===== config.mk =====
export PLATFORM = sky130hd
export DESIGN_NAME = rsi_div_cell
export DESIGN_NICKNAME = d
export VERILOG_FILES = /design/src/rsi_pkg.sv /design/src/rsi_div_cell.sv
export SDC_FILE = /design/constraint.sdc
export NUM_CORES = 1
export LEC_CHECK = 0
export BUFFER_PORTS_ARGS = -buffer_cell sky130_fd_sc_hd__clkbuf_2
export CAP_MARGIN = 10
export CORE_UTILIZATION = 32
export CTS_CLUSTER_DIAMETER = 120
export DETAILED_ROUTE_END_ITERATION = 6
export PLACE_DENSITY = 0.59
export SYNTH_ARGS = -nofsm -noshare
export SYNTH_HDL_FRONTEND = slang
export SYNTH_SLANG_ARGS = --single-unit

===== constraint.sdc =====
create_clock -name clk -period 2 [get_ports clk]
set_clock_uncertainty 0.2 [all_clocks]
set_input_delay 0.5 -clock clk [delete_from_list [all_inputs] [get_ports clk]]
set_output_delay 0.5 -clock clk [all_outputs]
set_load 0.005 [all_outputs]

===== src/rsi_pkg.sv =====
`timescale 1ns / 1ps
// ----------------------------------------------------------------------------
// rsi_pkg
// Shared types and constants for the ray-sphere intersection pipeline.
// ----------------------------------------------------------------------------
package rsi_pkg;

	localparam int unsigned OUT_W = 32;
	localparam logic [OUT_W-1:0] DIST_MAX = '1;

	// per-item control flags that travel with the data through the cells
	typedef struct packed {
		logic valid;
		logic hit;
		logic zero;
		logic inner;
		logic sat;
	} rsi_ctl_t;

endpackage


===== src/rsi_div_cell.sv =====
`timescale 1ns / 1ps
// ----------------------------------------------------------------------------
// rsi_div_cell
// One quotient bit of the distance division, restoring compare and subtract.
// ----------------------------------------------------------------------------
module rsi_div_cell #(
	parameter int unsigned DW = 101
) (
	input  logic                      clk,
	input  logic                      arst_n,
	input  logic                      en,
	input  rsi_pkg::rsi_ctl_t         ctl_i,
	input  logic [DW-1:0]             rem_i,
	input  logic [DW-1:0]             dv_i,
	input  logic [rsi_pkg::OUT_W-1:0] quo_i,
	output rsi_pkg::rsi_ctl_t         ctl_q,
	output logic [DW-1:0]             rem_q,
	output logic [DW-1:0]             dv_q,
	output logic [rsi_pkg::OUT_W-1:0] quo_q
);
	logic ge;

	assign ge = rem_i >= dv_i;

	// control
	always_ff @(posedge clk or negedge arst_n) begin
		if (!arst_n) begin
			ctl_q <= '0;
		end else if (en) begin
			ctl_q <= ctl_i;
		end
	end

	// data
	always_ff @(posedge clk) begin
		if (en) begin
			rem_q <= ge ? rem_i - dv_i : rem_i;
			dv_q  <= dv_i >> 1;
			quo_q <= {quo_i[rsi_pkg::OUT_W-2:0], ge};
		end
	end

	// a live division always enters with the remainder below twice the divisor
	a_div_bound: assert property (@(posedge clk) disable iff (!arst_n)
		en && ctl_i.valid && ctl_i.hit && !ctl_i.zero && !ctl_i.sat
		|-> rem_i < {dv_i[DW-2:0], 1'b0})
		else $error("division remainder out of range");
endmodule


==> flow_summary.yaml <==
status:
  status: "finished, violations left"
  violations: "negative setup slack"
cts:
  cts_tree: "built"
  clockBufferDepth: 3
  path_clk_slew_ns: 0.07
  cts_buffers: 28
  htree_levels: 1
  clock_latency_ns: 0.56
  clock_sinks: 238
  cts-root-buf: "clkbuf_16"
place:
  dp_hpwl_um: 48100
  gp_congestion: 0.884
  port_buffers: 478
  placed_area_um2: 23400
sta:
  rsz0062_at_grt: "yes"
  hold_viol: 0
  setup_viol: 102
  setup_slack_ns: -1.34
  hold_ws_ns: 0.0343
  final_max_slew_viol_count: 0
  max_slew.worst_pin.slew_ns: 0.660
  max_freq_ghz: 0.299
  period_share_pct: 167
  period_needed_ns: 3.34
  relSlewSlack_pct: 55.5
  finalSetupTns_ns: -124.08
power:
  p_comb_share_pct: 37.3
  ir_drop_mv: 0.666
  p_leak_nw: 12.5
  p_per_area_nw_per_um2: 675
  p_sw_w: 0.00566
  seqPwrFrac_pct: 34.1
  intPower_w: 0.0129
  clkPwrFrac_pct: 28.7
  switching_share_pct: 30.5
synth:
  netlist.top_cell.by_area: "edfxtp_1"
  yosys_most_used_dff: "edfxtp_1"
  netlist_area_um2: 15400
  synth.top_cell.area_share_pct: 45.4
  syn_area_per_cell_um2: 9.72
  synth_area_leaders: "edfxtp_1 45%, ha_1 8.2%, a21oi_1 7.4%"
  yosys.cell_types.count: 81
  synth.ff_latch_count: 238
  ys_seq_area_share_pct: 46.2
  synth_fp_nets: 1930
  syn_inst: 1586
  yosys_warnings: 0
  synth_enable_flop_cells: 233
  synthArstFlopShare_pct: 2.10
routing:
  drt-wirelength-per-cell_um: 18.4
  drc: 0
  dr.pass1.iters: 5
  vias: 16730
  ant_nets: 0
  drt_wl_total_um: 62600
  drtIter0Drc: 870
  routed_via_density: 4.91
floorplanning:
  die-area_um2: 49100
  rows: 80
  io_pins: 481
  die_w_um: 222
  initial_core_util_pct: 32.4
  die_y_um: 222
  coreArea_um2: 47600
layout:
  final_common_cell: "buf_4"
  syn2layout_area_growth_pct: 78.4
  fin_area_um2: 27500
  fin_nets: 3110
  layout_common_cells: "562 x buf_4, 459 x clkbuf_2, 233 x edfxtp_1"
  drive_above_1_share_pct: 52.1
global_routing:
  grt_util_all_layers_pct: 24.1
  grt_max_degree: 45
  antenna_found_initial: 6
  grt_pass1_vias: 17194
  grt_pass1_wl_um: 93600
  grt.overflow.total: 0
critical_path:
  start_kind: "input pin"
  reg2reg_slack_ns: 1.02
  worst-setup-path-type: "in -> reg"
  crit_required_ns: 2.12
  cp-end-kind: "flop"
  crit_arrival_ns: 3.46
  worstPathMaxFanout: 6
worst_hold_path:
  hold_path_class: "in -> reg"
job:
  drv_cap: 0
==> cells by family (layout without fill, tap and decap cells) <==
group | after synthesis | after routing | synth area share (%)
simple gates | 431 | 431 | 13.1
mux | 24 | 24 | 1.74
flops | 238 | 238 | 46.2
compound gates | 490 | 490 | 19.7
buf+inv | 209 | 1409 | 5.67
xor+xnor | 91 | 91 | 5.17
other cells | 1 | 4 | 0.0243
fa+ha+maj | 102 | 102 | 8.33
==> worst max-delay path, cell delays in order <==
cell,delay (ns)
clkbuf_2,0.09
inv_1,0.04
ha_1,0.36
a21oi_1,0.19
o21ai_0,0.26
a211oi_2,0.33
o21ai_0,0.15
a21oi_1,0.23
o31ai_4,0.15
a31oi_4,0.17
o31a_4,0.25
inv_8,0.07
clkbuf_16,0.17
a41o_1,0.23
a221o_1,0.25
==> sequential cells by signal, indices dropped and copies added (netlist names) <==
name and flops:
quo_q 32, dv_q 100, ctl_q 5, rem_q 101
==> stage by stage <==
step | total power, W | std cells | setup WS, ns | util (%)
2_1_floorplan | 0.00918 | 1586 | -1.49 | -
3_3_place_gp | 0.0122 | 3177 | -2.24 | 49.1
3_5_place_dp | 0.0122 | 3177 | -2.25 | 49.1
4_1_cts | 0.0182 | 3381 | -1.32 | 55.7
5_1_grt | 0.0194 | 3404 | -1.43 | 57.7
6_report | 0.0186 | 3404 | -1.34 | 57.7
==> area by class of cell <==
cell class | count | area [um^2]
clock buffer | 37 | 796
fill | 4090 | 20100
tap | 615 | 769
sequential | 238 | 7120
inverter | 134 | 541
timing repair buffer | 1224 | 9090
multi-input combinational | 1139 | 9020
clock inverter | 13 | 150
antenna | 3 | 7.51
timing repair inverter | 1 | 11.3
==> routing by layer <==
layer | GRT usage (%) | wire length (um) | vias to the layer above
li1 | - | - | 8142
met1 | 31.2 | 27300 | 8009
met2 | 42.4 | 30900 | 488
met3 | 3.06 | 2990 | 85
met4 | 6.18 | 1360 | 6
met5 | 0 | 41 | -
==> power by group through the flow <==
stage                     Sequential, W  Clock [W]  Combinational, W
after floorplan                 0.00645          0           0.00274
after global placement          0.00642          0           0.00576
after detailed placement        0.00642          0           0.00582
after CTS                       0.00632    0.00544           0.00647
after global routing            0.00636    0.00558           0.00744
final                           0.00632    0.00532           0.00692
==> path summary, 6_finish.rpt <==
kind                       cells after the start     start          to
setup / recovery                              15  dv_i[64]  rem_q[100]
hold / removal                                 2   dv_i[6]     dv_q[5]
setup reg to reg                               1  ctl_q[4]    ctl_q[4]
hold reg to reg                                1  ctl_q[2]    ctl_q[2]
max in group asynchronous                      2    arst_n    ctl_q[4]
min in group asynchronous                      2    arst_n    ctl_q[2]
==> cell usage after synthesis (all sizes together) (3+ instances only) <==
cell,number
a211oi,8
a21boi,7
a21o,39
a21oi,229
a221o,3
a31o,3
a31oi,17
and2,5
and4,3
buf,35
clkbuf,40
dfrtp,5
edfxtp,233
ha,101
inv,134
mux2,23
nand2,112
nand2b,10
nand3,20
nand4,48
nor2,165
nor2b,11
nor3,23
nor3b,5
nor4,14
o211ai,13
o21a,17
o21ai,85
o21bai,28
o31a,3
o31ai,13
or2,4
or3,5
or4,3
xnor2,55
xor2,36
==> what timing repair did <==
| action | in CTS | in global routing |
|---|---|---|
| hold buffers | 126 | 1 |
| setup buffers | 23 | 13 |
| cloned | 8 | 11 |
| resized for setup | 122 | 163 |
| setup endpoints to repair | 102 | 102 |
| endpoints found under the hold margin | 130 | 1 |
| pin swaps | 40 | 51 |
Power figures use the tool's default switching activity.
