<file path="config.mk">
export PLATFORM = sky130hd
export DESIGN_NAME = rsi_sqrt_cell
export DESIGN_NICKNAME = d
export VERILOG_FILES = /design/src/rsi_pkg.sv /design/src/rsi_sqrt_cell.sv
export SDC_FILE = /design/constraint.sdc
export NUM_CORES = 1
export LEC_CHECK = 0
export ABC_AREA = 0
export BUFFER_PORTS_ARGS = -buffer_cell sky130_fd_sc_hd__buf_4
export CAP_MARGIN = 40
export CORE_AREA = 3 3 319 321
export CTS_CLUSTER_SIZE = 24
export DETAILED_ROUTE_END_ITERATION = 10
export DIE_AREA = 0 0 322 324
export PLACE_DENSITY = 0.41
export SYNTH_ARGS = -nofsm -noshare
export SYNTH_HDL_FRONTEND = slang
export SYNTH_SLANG_ARGS = --single-unit
</file>
<file path="constraint.sdc">
create_clock -name clk -period 1.75 [get_ports clk]
set_input_delay 0.2625 -clock clk [delete_from_list [all_inputs] [get_ports clk]]
set_output_delay 0.2625 -clock clk [all_outputs]
set_load 0.005 [all_outputs]
</file>
<file path="src/rsi_pkg.sv">
`timescale 1ns / 1ps
// ----------------------------------------------------------------------------
// rsi_pkg
// Shared types and constants for the ray-sphere intersection pipeline.
// ----------------------------------------------------------------------------
package rsi_pkg;

	localparam int unsigned OUT_W = 32;
	localparam logic [OUT_W-1:0] DIST_MAX = '1;

	// per-item control flags that travel with the data through the cells
	typedef struct packed {
		logic valid;
		logic hit;
		logic zero;
		logic inner;
		logic sat;
	} rsi_ctl_t;

endpackage

</file>
<file path="src/rsi_sqrt_cell.sv">
`timescale 1ns / 1ps
// ----------------------------------------------------------------------------
// rsi_sqrt_cell
// One root bit of the integer square root, restoring digit recurrence.
// ----------------------------------------------------------------------------
module rsi_sqrt_cell #(
	parameter int unsigned QU  = 134,
	parameter int unsigned RW  = 67,
	parameter int unsigned SDW = 131
) (
	input  logic              clk,
	input  logic              arst_n,
	input  logic              en,
	input  rsi_pkg::rsi_ctl_t ctl_i,
	input  logic [QU-1:0]     rad_i,
	input  logic [RW+1:0]     rem_i,
	input  logic [RW-1:0]     root_i,
	input  logic [SDW-1:0]    side_i,
	output rsi_pkg::rsi_ctl_t ctl_q,
	output logic [QU-1:0]     rad_q,
	output logic [RW+1:0]     rem_q,
	output logic [RW-1:0]     root_q,
	output logic [SDW-1:0]    side_q
);
	logic [RW+1:0] rem_sh;
	logic [RW+1:0] trial;
	logic          ge;

	// bring down two radicand bits and try the next root bit
	assign rem_sh = {rem_i[RW-1:0], rad_i[QU-1:QU-2]};
	assign trial  = {root_i, 2'b01};
	assign ge     = rem_sh >= trial;

	// control
	always_ff @(posedge clk or negedge arst_n) begin
		if (!arst_n) begin
			ctl_q <= '0;
		end else if (en) begin
			ctl_q <= ctl_i;
		end
	end

	// data
	always_ff @(posedge clk) begin
		if (en) begin
			rad_q  <= {rad_i[QU-3:0], 2'b00};
			rem_q  <= ge ? rem_sh - trial : rem_sh;
			root_q <= {root_i[RW-2:0], ge};
			side_q <= side_i;
		end
	end

	// remainder never exceeds twice the partial root
	a_rem_bound: assert property (@(posedge clk) disable iff (!arst_n)
		ctl_q.valid |-> rem_q <= {1'b0, root_q, 1'b0})
		else $error("sqrt remainder above bound");
endmodule

</file>
==> key figures <==
Status
  – Status: finished with violations
  – Violated checks: setup timing

Logic synthesis
  – Seq/Total Area, Yosys: between 60% and 70%
  – Mean area per synthesized cell: between 10 and 15 sq um
  – Mapped Cells: between 1000 and 1500
  – Area share of the largest cell type after synthesis: 68.75%
  – Synth area leaders: edfxtp_1 69%, ha_1 5.0%, o21ai_0 2.8%
  – Fraction of registers with async set/reset: under 10%
  – Cell Area, Synth: between 0.015 and 0.02 sq mm
  – Cell taking the most area after synthesis: edfxtp_1
  – Yosys reg bits: roughly 400
  – Synth unique cells: 72
  – Post-synth EDFFs: around 400
  – Yosys warns: 0
  – Main synth FF type: edfxtp_1

CTS
  – H-tree depth: 2
  – Buffer depth of the longest clock path: 3
  – Clk pin slew, worst setup/hold paths: 0.05 ns
  – TritonCTS clock tree: built
  – Root Buffer: clkbuf_16
  – Number of buffers created by CTS: 50
  – Sink Count: 404
  – Clk_lat worst skew: 0.63 ns

Drt
  – # DRC: 0
  – Pre-antenna DRT Iters: 5
  – Routed vias: about 17000
  – Drt total wl: between 90000 and 100000 microns
  – Routed len/inst: 21.27 microns
  – Initial drt markers: 756
  – Final ANT Viol Nets: 0
  – Via-to-Cell Ratio: around 4

Cells and area
  – Layout cells sized above 1: a little over half
  – Nets@finish: about 3400
  – Fill cell count: slightly below 10000
  – Area delta synth->final: 104.9%
  – Fin area: 0.03570 sq mm

Die
  – Die area: roughly 0.10 sq mm
  – IO Count: a little over 800
  – Chip height: roughly 320 microns
  – Initial core utilization: between 10% and 20%
  – Die Wd: approximately 320 microns
  – Core ar.: around 0.1 sq mm
  – # rows: ~120

Global route
  – Met2 GRT Util: approximately 28%
  – GRT Total Usage: 16.23%
  – GR Util met3: about 6%
  – Most heavily used metal layer in global routing: met2
  – Vias in the first global route: ~18000
  – Overflow after GRT: 0
  – Initial antenna violation count: 18
  – First-pass GRT wire length: 123100 microns
  – Largest net degree at the start of global routing: approximately 70
  – Grt met1 use: a little under a fifth

Power
  – Power per Cell Area: 843.5 mW/mm^2
  – Tot Pwr: between 30 and 40 mW
  – LEAKAGE: approximately 15 nW
  – Max VDD drop: about 0.00064 V

Timing
  – Setup violators final: 70
  – Min cycle time layout: approximately 2.4 ns
  – Max Transition Viols Final: 0
  – Fin. Hold Viols: 0
  – RSZ-0062 raised after global routing: yes
  – WHS: a little under 0.09 ns
  – Slew HR: between 60% and 70%
  – Setup Skew: 0 ns
  – Final worst-path cycle share: 138.4%
  – Fin worst setup slack: -0.6715 ns
  – Setup_tns: -42.54 ns
  – Fmax: between 400 and 500 MHz
  – Actual slew at the worst max-slew pin: a little under 0.5 ns

Critical path
  – Family with the most delay on the worst path: compound AO/OA/AOI/OAI gates
  – Crit path capture type: flip-flop
  – CP Class: in -> reg
  – Startpoint class of the critical path: primary input
  – Arr. time, crit path: about 2.8 ns
  – Critical Path Max Stage Delay: between 0.3 and 0.4 ns
  – Max FO, Critical Path: 6
  – WP buf/inv: 6
  – Crit path max-delay cell type: ha_4
  – Required time of the critical path: 2.12 ns
  – CP Cell Sequence: buf_8, inv_4, ha_4, buf_6, nand4_1, nor3_4, buf_4, a22oi_2, o2111ai_2, o21ai_4, o31ai_4, nor2_4, buf_12, buf_16, a211o_1, o211a_1

Flow run
  – Max-cap violations: 0

Place
  – DP Wirelength: about 70000 microns
  – Placer congestion estimate: 0.7951
  – Post-DP Area: around 0.028 sq mm
  – IO Port Bufs: 810

Hold path
  – Min-Delay Path Class: in -> reg
[worst min-delay path, stage by stage]
cell	delay (ns)
buf_4	0.11
buf_4	0.10
mux2_4	0.13
[cell type report]
cell class                 count  area [sq um]  share of cell area, %
inverter                     105         476.7                  1.335
timing repair buffer        1609         13640                  38.21
sequential                   404         12110                  33.91
clock inverter                25         290.3                 0.8131
tap                         1298          1624                  4.549
clock buffer                  59          1285                  3.599
antenna                       13         32.53                0.09112
timing repair inverter         1         16.27                0.04556
multi-input combinational    722          6227                  17.44
[power by group]
group	internal [mW]	leakage, nW	switching, mW
clock network	5.83	0.750	4.31
logic	4.43	10.4	3.55
registers	11.7	3.96	0.312
[cells by family (layout without fill, tap and decap cells)]
kind of cell    after synthesis  in the layout  synth area share (%)
mux                           7              7                0.4524
flops                       404            404                 69.47
other cells                   1             15               0.02152
compound gates              311            311                 11.23
xor+xnor                     56             56                 2.814
buf+inv                     144           1799                 3.432
simple gates                277            277                 7.625
fa+ha+maj                    69             69                 4.954
[cell usage in the layout, fill, tap and decap left out, types with 8 or more instances in the layout]
cell type	synthesis	final
clkinv_1	0	8
a21oi_1	86	56
a21oi_2	0	25
clkbuf_1	9	9
o21a_1	10	9
inv_1	103	76
nand2_2	0	14
buf_8	0	13
diode_2	0	13
ha_4	0	45
xnor2_1	32	27
buf_4	3	1147
edfxtp_1	399	399
nand3_1	14	13
o21bai_1	19	18
nand2_1	117	96
xor2_1	24	23
buf_6	2	29
o21ai_1	6	26
o21ai_0	96	35
nand4_1	26	26
nor2_1	45	33
a21o_1	15	15
buf_12	0	17
nor3_2	1	8
o21ai_2	2	39
dlygate4sd3_1	0	395
ha_1	69	22
inv_2	2	16
clkbuf_16	0	52
nor2_2	0	9
nor3_1	22	14
[through the flow]
stage                     std cells  utilization, %  setup WS (ns)
after floorplan                1270               -        -0.8041
after global placement         3695           28.52         -1.800
after detailed placement       3695           28.52         -1.758
after CTS                      4206           35.19        -0.6860
after global routing           4229           35.84        -0.7460
final                          4236           35.86        -0.6715
[registers in the layout, indices dropped and copies added (netlist names)]
| name | cells |
|---|---|
| rem_q | 69 |
| side_q | 131 |
| ctl_q | 5 |
| rad_q | 132 |
| root_q | 67 |
[layer usage]
metal / vias to the layer above / share of wire (%)
li1: 8041 / -
met1: 8297 / 40
met2: 547 / 50
met3: 104 / 8.5
met4: 12 / 2.2
met5: - / 0.083
[cell usage after synthesis, types with 3 or more instances]
master       n
and4_1       8
nand3_1     14
and3_1      12
a21oi_1     86
o21a_1      10
a211oi_1    10
a31oi_1      9
clkbuf_1     9
edfxtp_1   399
o21bai_1    19
a211o_1      4
xor2_1      24
nor2_1      45
ha_1        69
buf_4        3
nor4_1       4
inv_1      103
buf_2       23
dfrtp_1      5
o31ai_1      7
nor3_1      22
o221ai_1     3
o211ai_1     5
nand2b_1     6
o21ai_0     96
and2_1       4
a221oi_1     5
nor2b_1      4
o21ai_1      6
o2111ai_1    4
a21o_1      15
mux2_2       7
nand2_1    117
a41oi_1      3
xnor2_1     32
nand4_1     26
o22ai_1      3
or3_1        6
[what timing repair did]
| action | 4_1_cts | 5_1_grt |
|---|---|---|
| setup buffers | 27 | 16 |
| pin swaps | 66 | 52 |
| hold endpoints to repair | 409 | 0 |
| setup endpoints to repair | 70 | 70 |
| cloned | 6 | 2 |
| resized for setup | 173 | 111 |
| hold buffers | 395 | 0 |
[final timing paths]
path	from	end	slack (ns)	depth (start not counted)
min in group asynchronous	arst_n	ctl_q[1]	0.57	3
worst min register to register	ctl_q[3]	ctl_q[3]	0.51	1
worst min-delay path	rem_i[4]	rem_q[6]	0.09	3
max in group asynchronous	arst_n	ctl_q[0]	0.99	3
worst max-delay path	root_i[34]	rem_q[62]	-0.67	16
worst max register to register	ctl_q[1]	ctl_q[1]	0.99	1
(Power assumes the default switching activity.)
